**src/hdl/mdr_pkg.sv**
```systemverilog
// mdr_pkg: shared types and constants for the rounded multiply-divide block
// holds status codes, controller states and the command/status structs
// no dependencies
package mdr_pkg;

   localparam int FIELD_BITS  = 64;
   localparam int STATUS_BITS = 2;
   localparam int DIGIT_BITS  = 16;

   typedef enum logic [STATUS_BITS-1:0] {
      STATUS_OK       = 2'd0,
      STATUS_OVERFLOW = 2'd1,
      STATUS_DIV_ZERO = 2'd2
   } status_type;

   typedef enum logic [2:0] {
      ST_IDLE,
      ST_MUL,
      ST_ROUND,
      ST_PREP,
      ST_DIV,
      ST_DONE
   } state_type;

   typedef struct packed {
      logic load;
      logic mul_step;
      logic round;
      logic prep;
      logic div_step;
      logic finish;
   } cmd_type;

   typedef struct packed {
      logic hi_lt_c;
   } sts_type;

endpackage

```
**src/hdl/mdr_ctrl.sv**
```systemverilog
// mdr_ctrl: sequencer for the multiply, rounding and division phases
// drives datapath commands, start/busy handshake and the result strobe
// depends on mdr_pkg
module mdr_ctrl #(
   parameter int OPERAND_BITS = 64
) (
   input  logic              clock,
   input  logic              reset,
   input  logic              start,
   output logic              busy,
   output logic              rsp_valid,
   output mdr_pkg::cmd_type  cmd,
   input  mdr_pkg::sts_type  sts
);
   import mdr_pkg::*;

   localparam int NDIG     = (OPERAND_BITS + DIGIT_BITS - 1) / DIGIT_BITS;
   localparam int CNT_BITS = $clog2(2 * OPERAND_BITS);

   state_type           state_ff, state_in;
   logic [CNT_BITS-1:0] cnt_ff, cnt_in;
   logic                rsp_valid_ff, rsp_valid_in;

   always_ff @(posedge clock) begin
      if (reset) begin
         state_ff     <= ST_IDLE;
         cnt_ff       <= '0;
         rsp_valid_ff <= 1'b0;
      end else begin
         state_ff     <= state_in;
         cnt_ff       <= cnt_in;
         rsp_valid_ff <= rsp_valid_in;
      end
   end

   always_comb begin
      state_in     = state_ff;
      cnt_in       = cnt_ff;
      rsp_valid_in = 1'b0;
      cmd          = '0;
      case (state_ff)
         ST_IDLE: begin
            if (start) begin
               cmd.load = 1'b1;
               cnt_in   = '0;
               state_in = ST_MUL;
            end
         end
         ST_MUL: begin
            cmd.mul_step = 1'b1;
            if (cnt_ff == CNT_BITS'(NDIG - 1)) begin
               cnt_in   = '0;
               state_in = ST_ROUND;
            end else begin
               cnt_in = cnt_ff + 1'b1;
            end
         end
         ST_ROUND: begin
            cmd.round = 1'b1;
            state_in  = ST_PREP;
         end
         ST_PREP: begin
            cmd.prep = 1'b1;
            // high half below divisor: quotient high half is zero, skip its steps
            if (sts.hi_lt_c) begin
               cnt_in = CNT_BITS'(OPERAND_BITS - 1);
            end else begin
               cnt_in = CNT_BITS'(2 * OPERAND_BITS - 1);
            end
            state_in = ST_DIV;
         end
         ST_DIV: begin
            cmd.div_step = 1'b1;
            if (cnt_ff == '0) begin
               state_in = ST_DONE;
            end else begin
               cnt_in = cnt_ff - 1'b1;
            end
         end
         ST_DONE: begin
            cmd.finish   = 1'b1;
            rsp_valid_in = 1'b1;
            state_in     = ST_IDLE;
         end
         default: begin
            state_in = ST_IDLE;
         end
      endcase
   end

   assign busy      = (state_ff != ST_IDLE);
   assign rsp_valid = rsp_valid_ff;

endmodule

```
**src/hdl/mdr_datapath.sv**
```systemverilog
// mdr_datapath: operand registers, digit-serial multiplier, rounding adder,
// restoring divider and result registers
// depends on mdr_pkg; sequenced by mdr_ctrl
module mdr_datapath #(
   parameter int OPERAND_BITS = 64
) (
   input  logic                                clock,
   input  logic [mdr_pkg::FIELD_BITS-1:0]      req_a,
   input  logic [mdr_pkg::FIELD_BITS-1:0]      req_b,
   input  logic [mdr_pkg::FIELD_BITS-1:0]      req_c,
   input  logic                                req_round_up,
   input  logic                                req_signed_limit,
   input  mdr_pkg::cmd_type                    cmd,
   output mdr_pkg::sts_type                    sts,
   output logic [mdr_pkg::FIELD_BITS-1:0]      rsp_quotient,
   output logic [mdr_pkg::STATUS_BITS-1:0]     rsp_status
);
   import mdr_pkg::*;

   localparam int W    = OPERAND_BITS;
   localparam int NDIG = (W + DIGIT_BITS - 1) / DIGIT_BITS;
   localparam int BW   = NDIG * DIGIT_BITS;
   localparam int PW   = W + BW;

   logic [W-1:0]           a_ff, a_in;
   logic [W-1:0]           c_ff, c_in;
   logic                   up_ff, up_in;
   logic                   lim_ff, lim_in;
   logic [PW-1:0]          prod_ff, prod_in;
   logic [2*W-1:0]         num_ff, num_in;
   logic [W-1:0]           rem_ff, rem_in;
   logic [FIELD_BITS-1:0]  quot_ff, quot_in;
   logic [STATUS_BITS-1:0] stat_ff, stat_in;

   logic [W+DIGIT_BITS-1:0]    part;
   logic [W+DIGIT_BITS-1:0]    acc;
   logic [PW+DIGIT_BITS-1:0]   joined;
   logic [W-1:0]               add_val;
   logic [2*W-1:0]             sum;
   logic [W:0]                 shifted;
   logic [W:0]                 diff;
   logic                       take;
   logic [W-1:0]               qlo;
   logic                       ovf;

   always_ff @(posedge clock) begin
      a_ff    <= a_in;
      c_ff    <= c_in;
      up_ff   <= up_in;
      lim_ff  <= lim_in;
      prod_ff <= prod_in;
      num_ff  <= num_in;
      rem_ff  <= rem_in;
      quot_ff <= quot_in;
      stat_ff <= stat_in;
   end

   // multiply: one 16-bit digit of b per beat, accumulator shifts right
   assign part   = a_ff * prod_ff[DIGIT_BITS-1:0];
   assign acc    = (W + DIGIT_BITS)'(prod_ff[PW-1:BW]) + part;
   assign joined = {acc, prod_ff[BW-1:0]};

   assign add_val = up_ff ? (c_ff - 1'b1) : '0;
   assign sum     = prod_ff[2*W-1:0] + (2 * W)'(add_val);

   // restoring division step, remainder gets one extra bit for the shifted-out top
   assign shifted = {rem_ff, num_ff[2*W-1]};
   assign diff    = shifted - (W + 1)'(c_ff);
   assign take    = (shifted >= (W + 1)'(c_ff));

   assign qlo = num_ff[W-1:0];
   assign ovf = (|num_ff[2*W-1:W]) | (lim_ff & qlo[W-1]);

   always_comb begin
      a_in    = a_ff;
      c_in    = c_ff;
      up_in   = up_ff;
      lim_in  = lim_ff;
      prod_in = prod_ff;
      num_in  = num_ff;
      rem_in  = rem_ff;
      quot_in = quot_ff;
      stat_in = stat_ff;
      if (cmd.load) begin
         a_in    = req_a[W-1:0];
         c_in    = req_c[W-1:0];
         up_in   = req_round_up;
         lim_in  = req_signed_limit;
         prod_in = PW'(req_b[W-1:0]);
      end
      if (cmd.mul_step) begin
         prod_in = PW'(joined >> DIGIT_BITS);
      end
      if (cmd.round) begin
         num_in = sum;
      end
      if (cmd.prep) begin
         if (sts.hi_lt_c) begin
            rem_in = num_ff[2*W-1:W];
            num_in = {num_ff[W-1:0], {W{1'b0}}};
         end else begin
            rem_in = '0;
         end
      end
      if (cmd.div_step) begin
         rem_in = take ? diff[W-1:0] : shifted[W-1:0];
         num_in = {num_ff[2*W-2:0], take};
      end
      if (cmd.finish) begin
         if (c_ff == '0) begin
            quot_in = '0;
            stat_in = STATUS_DIV_ZERO;
         end else begin
            quot_in = FIELD_BITS'(qlo);
            stat_in = ovf ? STATUS_OVERFLOW : STATUS_OK;
         end
      end
   end

   assign sts.hi_lt_c  = (num_ff[2*W-1:W] < c_ff);
   assign rsp_quotient = quot_ff;
   assign rsp_status   = stat_ff;

endmodule

```
**src/hdl/mul_div_round_64.sv**
```systemverilog
// mul_div_round_64: top level of the rounded (a*b)/c unit
// joins mdr_ctrl and mdr_datapath; depends on mdr_pkg
//
//   channel   ports                                        handshake
//   request   req_a req_b req_c req_round_up               start & !busy
//             req_signed_limit
//   response  rsp_quotient rsp_status                      rsp_valid, one cycle
//
// the sequence runs ceil(W/16) multiply digits, a rounding step and a prep step, then the
// one-bit-per-beat divider: W steps when the high half of the rounded product is below c,
// otherwise 2*W (W = OPERAND_BITS)
// busy drops in the cycle rsp_valid is shown, so the next start is taken then
// one item at a time; synchronous reset clears the sequencer and strobe only
// results cannot be held off: the receiver must take rsp_valid when it comes
module mul_div_round_64 #(
   parameter int OPERAND_BITS = 64
) (
   input  logic                                clock,
   input  logic                                reset,
   input  logic                                start,
   output logic                                busy,
   input  logic [mdr_pkg::FIELD_BITS-1:0]      req_a,
   input  logic [mdr_pkg::FIELD_BITS-1:0]      req_b,
   input  logic [mdr_pkg::FIELD_BITS-1:0]      req_c,
   input  logic                                req_round_up,
   input  logic                                req_signed_limit,
   output logic                                rsp_valid,
   output logic [mdr_pkg::FIELD_BITS-1:0]      rsp_quotient,
   output logic [mdr_pkg::STATUS_BITS-1:0]     rsp_status
);
   import mdr_pkg::*;

   cmd_type cmd;
   sts_type sts;

   mdr_ctrl #(
      .OPERAND_BITS (OPERAND_BITS)
   ) u_ctrl (
      .clock     (clock),
      .reset     (reset),
      .start     (start),
      .busy      (busy),
      .rsp_valid (rsp_valid),
      .cmd       (cmd),
      .sts       (sts)
   );

   mdr_datapath #(
      .OPERAND_BITS (OPERAND_BITS)
   ) u_datapath (
      .clock            (clock),
      .req_a            (req_a),
      .req_b            (req_b),
      .req_c            (req_c),
      .req_round_up     (req_round_up),
      .req_signed_limit (req_signed_limit),
      .cmd              (cmd),
      .sts              (sts),
      .rsp_quotient     (rsp_quotient),
      .rsp_status       (rsp_status)
   );

   a_accept_busy: assert property (@(posedge clock) disable iff (reset)
      (start && !busy) |=> busy)
      else $error("busy not raised after accepted beat");

   a_single_strobe: assert property (@(posedge clock) disable iff (reset)
      rsp_valid |=> !rsp_valid)
      else $error("result strobe longer than one cycle");

   a_strobe_idle: assert property (@(posedge clock) disable iff (reset)
      rsp_valid |-> !busy)
      else $error("result shown while sequencer still busy");

   a_div_zero_quot: assert property (@(posedge clock) disable iff (reset)
      (rsp_valid && rsp_status == STATUS_DIV_ZERO) |-> (rsp_quotient == '0))
      else $error("nonzero quotient on zero divisor");

   a_load_once: assert property (@(posedge clock) disable iff (reset)
      cmd.load |-> (!cmd.mul_step && !cmd.div_step && !cmd.finish))
      else $error("operand load overlaps a working phase");

endmodule

```
**config.mk**
```make
export PLATFORM = sky130hd
export DESIGN_NAME = mul_div_round_64
export DESIGN_NICKNAME = d
export VERILOG_FILES = /design/src/hdl/mdr_pkg.sv /design/src/hdl/mdr_ctrl.sv /design/src/hdl/mdr_datapath.sv /design/src/hdl/mul_div_round_64.sv
export SDC_FILE = /design/constraint.sdc
export NUM_CORES = 2
export LEC_CHECK = 0
export ABC_CLOCK_PERIOD_IN_PS = 35300
export BUFFER_PORTS_ARGS = -buffer_cell sky130_fd_sc_hd__buf_4
export CELL_PAD_IN_SITES_DETAIL_PLACEMENT = 1
export CELL_PAD_IN_SITES_GLOBAL_PLACEMENT = 2
export CORE_MARGIN = 1
export CORE_UTILIZATION = 44
export DETAILED_ROUTE_END_ITERATION = 7
export PLACE_DENSITY_LB_ADDON = 0.12
export SLEW_MARGIN = 20
export SYNTH_ARGS = -nofsm -noshare
export SYNTH_HDL_FRONTEND = slang
export SYNTH_SLANG_ARGS = --single-unit
```
**constraint.sdc**
```tcl
create_clock -name clock -period 35.3 [get_ports clock]
set_input_delay 5.295 -clock clock [delete_from_list [all_inputs] [get_ports clock]]
set_output_delay 5.295 -clock clock [all_outputs]
set_load 0.01 [all_outputs]
```
# Word level (Yosys, flattened, before mapping)
# Cells that the tools add are included.
[word_totals]
out_inout_bits = 68
in_bits = 197
regBits = 527
elab_cells = 71
[op_classes]
magnitude_cmp = 2
muxes = 28
reduce_logical = 10
n_bitwise = 2
addsub = 6
n_eq_ne = 10
n_mul = 1
[op_table]
columns = ["op", "count"]
rows = [
  ["128-bit two-way mux", 6],
  ["64-bit two-way mux", 5],
  ["128-bit by 64-bit adder with 128-bit output", 1],
  ["64-bit by 80-bit adder with 80-bit output", 1],
  ["64-bit by 16-bit multiplier with 80-bit output", 1],
  ["65-bit by 64-bit >= comparator with 1-bit output", 1],
  ["64-bit logical NOT", 1],
  ["64-bit less-than comparator", 1],
  ["64-bit OR reduction", 1],
  ["64-bit by 1-bit subtractor with 64-bit output (second input constant)", 1],
  ["64-bit subtractor", 1],
  ["7-bit two-way mux", 4],
  ["7-bit case mux with 4 select lines", 1],
  ["3-bit case mux with 5 select lines", 1],
  ["3-bit two-way mux", 3],
  ["1-bit two-way mux", 8],
  ["7-bit by 1-bit adder with 7-bit output (second input constant)", 1],
  ["7-bit by 2-bit == test with 1-bit output (second input constant)", 1],
  ["7-bit logical NOT", 1],
  ["7-bit by 1-bit subtractor with 7-bit output (second input constant)", 1],
  ["3-bit by 2-bit == test with 1-bit output (second input constant)", 2],
  ["3-bit == test (second input constant)", 2],
  ["3-bit AND reduction", 2],
  ["2-bit by 1-bit != test with 1-bit output (second input constant)", 2],
  ["other kinds (8)", 10],
]

# Logic depth before layout (Yosys ltp)
[logic_depth]
depth_word = 7
mapped_depth = 27
mapped_depth_nobuf = 25

# By module
# A second synthesis with hierarchy kept.
[hier_totals]
hier_cells = 7619
area_unflattened_um2 = 67628.6
[by_module_without_submodules]
columns = ["mod", "n_inst", "area_each_um2", "cells_per_inst", "seq_area_each_um2"]
rows = [
  ["mdr_datapath", 1, 66721.5, 7508, 14213.6],
  ["mdr_ctrl", 1, 907.1, 111, 220.2],
]

# Worst setup path before layout
# OpenSTA, ideal clock, no wires.
[synth_timing]
path_kind = "input -> register"
from = "in start"
to = "reg u_datapath.prod_ff[0], enable pin"
path_slack_ns = 20.233
n_path_buf = 0
setup_ns = 0.792
required_ns = 34.508
arrival_time_ns = 14.275
stages = 2
path_cell_list = "inv_1 o21ai_0"
[synth_between]
elab_chain_cells = 3
[synth_lines]
columns = ["element", "line_no", "text"]
rows = [
  ["from (decl)", "mul_div_round_64.sv:20", "input logic start,"],
  ["1-bit two-way mux", "mdr_ctrl.sv:43", "if (start) begin"],
  ["1-bit two-way mux", "mdr_ctrl.sv:41", "case (state_ff)"],
  ["2-bit nonzero test (no line)", "--", ""],
  ["to (signal assigned)", "mdr_datapath.sv:51", "prod_ff <= prod_in;"],
  ["to (decl)", "mdr_datapath.sv:29", "logic [PW-1:0] prod_ff, prod_in;"],
]
# Every way passes these cells.
# A chain may end at the register's enable or synchronous reset.

# Worst setup path after layout
[layout_timing]
from = "reg u_datapath.prod_ff[9]"
to = "reg u_datapath.prod_ff[127], data pin"
[layout_between]
elab_chain_cells = 3
[layout_lines]
columns = ["element", "line_no", "text"]
rows = [
  ["64-bit by 16-bit multiplier with 80-bit output", "mdr_datapath.sv:59", "assign part = a_ff * prod_ff[DIGIT_BITS-1:0];"],
  ["64-bit by 80-bit adder with 80-bit output", "mdr_datapath.sv:60", "assign acc = (W + DIGIT_BITS)'(prod_ff[PW-1:BW]) + part;"],
  ["128-bit two-way mux", "mdr_datapath.sv:91", "if (cmd.mul_step) begin"],
]
# Every way passes these cells.

==> key figures <==
Floorplanning
  • Full die area: roughly 150000 µm²
  • I/O pins: 265
  • # rows: roughly 140
  • Chip width: 393 µm
  • Core area: around 150000 µm²
  • Starting Density: between 40% and 50%
  • Die Span Y: approximately 390 µm

Clock network
  • CTS tree: yes
  • Max clock buf depth: 3
  • # clock sinks: approximately 530
  • Setup bufs post-CTS: 0
  • CTS Buf Count: 70
  • Post-CTS Hold Fix Bufs: 0
  • Root Buffer: clkbuf_16
  • Resized cells post-CTS: 0
  • H-tree level count: 3
  • Worst-Skew Late Latency: 0.70 ns
  • Reg clk slew, reported paths: 0.07 ns

STA
  • Slew HR: 16.9%
  • Min cycle time layout: approximately 8.8 ns
  • Hold WS: 0.514 ns
  • Peak Freq: about 0.11 GHz
  • Final Hold Viols: 0
  • RSZ-0062 raised after global routing: no
  • Clk_skew: ~0.035 ns
  • Count of final setup violators: 0
  • Setup TNS: 0 ns
  • Min setup slack post-route: 26.48 ns
  • Final period utilization: between 20% and 30%
  • Final Max Tran Viols: 0
  • Slew @ Worst Pin: about 1.2 ns

Detailed routing
  • DRC: 0
  • Drt total wl: between 200 and 300 mm
  • Via count: approximately 56000
  • Via/cell ratio: roughly 5.7
  • Wire per inst: between 20 and 30 µm
  • First-pass DRT Iterations: 8
  • Number of nets still failing antenna checks after routing: 0
  • DR iter-0 viols: roughly 3600

Logic synthesis
  • Sequential-to-total area share from yosys stat: a little over a fifth
  • Synthesized Nets: 9167
  • Cells after synthesis: 7689
  • Syn_area_per_cell: 8.73 µm²
  • Asr flop ratio synth: 0%
  • Yosys warns: 0
  • Synth unique cells: 86
  • EDFF count, synth: a little under 400
  • Mapped Area: between 60000 and 70000 µm²
  • Primary FF master, synth: edfxtp_1
  • Post-synthesis register bit count: about 530

Worst setup path
  • CP max FO: 54
  • R2R cell count: 24
  • Slowest CP cell: edfxtp_1
  • Crit-path max cell delay: about 0.80 ns
  • Cell breakdown of the critical path: buf_4 > nand2_1 > fa_1 > inv_1 > fa_1 > fa_1 > fa_1 > fa_1 > inv_1 > fa_1 > inv_1 > ha_1 > a21oi_1 > o21ai_0 > a221oi_1 > o21ai_0 > a311oi_1 > o41ai_1 > buf_4 > a32o_1 > a21oi_1 > o21ai_0 > mux2i_1 > nand3_1
  • Worst path arrival time: approximately 9 ns
  • Cell mode on critical path: fa_1
  • Worst path depth: 24
  • Worst path required time: between 30 and 40 ns
  • Worst reg-to-reg setup slack: ~26 ns
  • Setup crit end kind: flop
  • Buf+Inv Stages, Crit Path: 5
  • Crit Path Category: reg2reg
  • Crit-path leading delay family: adder cells
  • CP startpoint kind: flop

Global route
  • Vias in the first global route: between 50000 and 60000
  • Initial antenna violation count: 13
  • First-pass GRT wire length: 385 mm
  • GRT Util Overall: between 30% and 40%
  • Overflow left after global routing: 0
  • Pin count of the biggest net entering global routing: 95

Placement
  • Hpwl dp: 207 mm
  • Final Wtd Congestion: between 0.9 and 1
  • DP Cell Count: approximately 9600
  • Pre-CTS setup slack: 26.56 ns
  • Port Buffers: 264

Layout
  • Share of layout cells above drive strength 1: 6.90%
  • Leading cell type in the layout, fill and taps excluded: inv_1
  • Finished Layout Cells: ~10000
  • Commonest cells after routing, fill and taps aside: 1293 x inv_1, 1205 x nand2_1, 932 x fa_1, 407 x and2_1, 388 x edfxtp_1
  • NumNets Final: 9141
  • Layout area overhead: 8.73%

Worst hold path
  • Hold WC Path Type: reg2reg
  • Hold Path Cell Cnt: 2

Run
  • Max-cap violation count: 0

Status
  • Status: finished, final reports clean
sequential cells by signal, summed over array words and instances (netlist names):
name                     flops
u_datapath.prod_ff         128
u_datapath.rem_ff           64
u_datapath.rsp_status        2
u_datapath.lim_ff            1
u_datapath.num_ff          128
u_datapath.c_ff             64
u_ctrl.cnt_ff                7
u_ctrl.rsp_valid             1
u_ctrl.state_ff              3
u_datapath.a_ff             64
u_datapath.up_ff             1
u_datapath.rsp_quotient     64
layout make-up:
class / instances / area, µm²
fill: 17700 / 77700
multi-input combinational: 5441 / 46300
sequential: 527 / 14400
inverter: 1293 / 4850
tap: 2016 / 2520
timing repair buffer: 330 / 2480
clock buffer: 92 / 1950
clock inverter: 37 / 470
antenna: 2 / 5.00
cells by family (layout without fill, tap and decap cells):
family / count (synthesis) / in the layout / share of synthesized area, %
xor gates and xnor gates: 287 / 287 / 3.74
other: 0 / 2 / 0
buffers and inverters: 1721 / 1752 / 9.71
muxes: 12 / 12 / 0.181
AOI/OAI and AO/OA: 1318 / 1318 / 12.5
and+or+nand+nor: 2543 / 2543 / 18.1
adders and majority gates: 1281 / 1281 / 34.3
DFF: 527 / 527 / 21.5
worst paths after layout:
kind / startpoint / to
min reg2reg: u_datapath.num_ff[48] / u_datapath.num_ff[49]
max reg2reg: u_datapath.prod_ff[9] / u_datapath.prod_ff[127]
min: u_datapath.num_ff[48] / u_datapath.num_ff[49]
max: u_datapath.prod_ff[9] / u_datapath.prod_ff[127]
stage by stage:
stage / instance area, µm² / util [%]
after global routing: 73000 / 48.5
final: 73000 / 48.5
after floorplan: 67100 / -
after detailed placement: 70600 / 46.8
after global placement: 70600 / 46.8
after CTS: 73000 / 48.5
worst reg2reg max path, cell delays in order, from the launching register on:
cell,delay (ns)
edfxtp_1,0.80
buf_4,0.78
nand2_1,0.26
fa_1,0.52
inv_1,0.05
fa_1,0.48
fa_1,0.57
fa_1,0.44
fa_1,0.54
inv_1,0.06
fa_1,0.56
inv_1,0.05
ha_1,0.42
a21oi_1,0.24
o21ai_0,0.17
a221oi_1,0.39
o21ai_0,0.17
a311oi_1,0.31
o41ai_1,0.17
buf_4,0.19
a32o_1,0.25
a21oi_1,0.60
o21ai_0,0.29
mux2i_1,0.20
nand3_1,0.08
synthesized netlist by cell type, drive strengths merged (42+ instances only):
cell / n / share of area, %
a21o: 143 / 1.6
a21oi: 365 / 2.7
a22oi: 56 / 0.63
a31oi: 47 / 0.44
and2: 459 / 4.5
and3: 42 / 0.39
clkbuf: 405 / 2.3
dfxtp: 139 / 4.1
edfxtp: 388 / 17
fa: 932 / 28
ha: 349 / 6.5
inv: 1293 / 7.2
nand2: 1208 / 6.8
nand3: 103 / 0.77
nand4: 118 / 1.1
nor2: 289 / 1.6
nor3: 108 / 0.81
nor4: 68 / 0.68
o21ai: 326 / 2.4
xnor2: 195 / 2.5
xor2: 92 / 1.2
routing by layer:
layer  vias to the layer above  global-route usage [%]  wire [µm]
met5                         -                       0         27
met4                         4                    14.0      11900
met3                       390                    3.73      11200
met2                      1379                    57.0     125000
met1                     29000                    43.7     109000
li1                      24800                       -          -
Power is not shown: default switching activity piles up to over one toggle a cycle in this logic, so the estimate is an artifact.
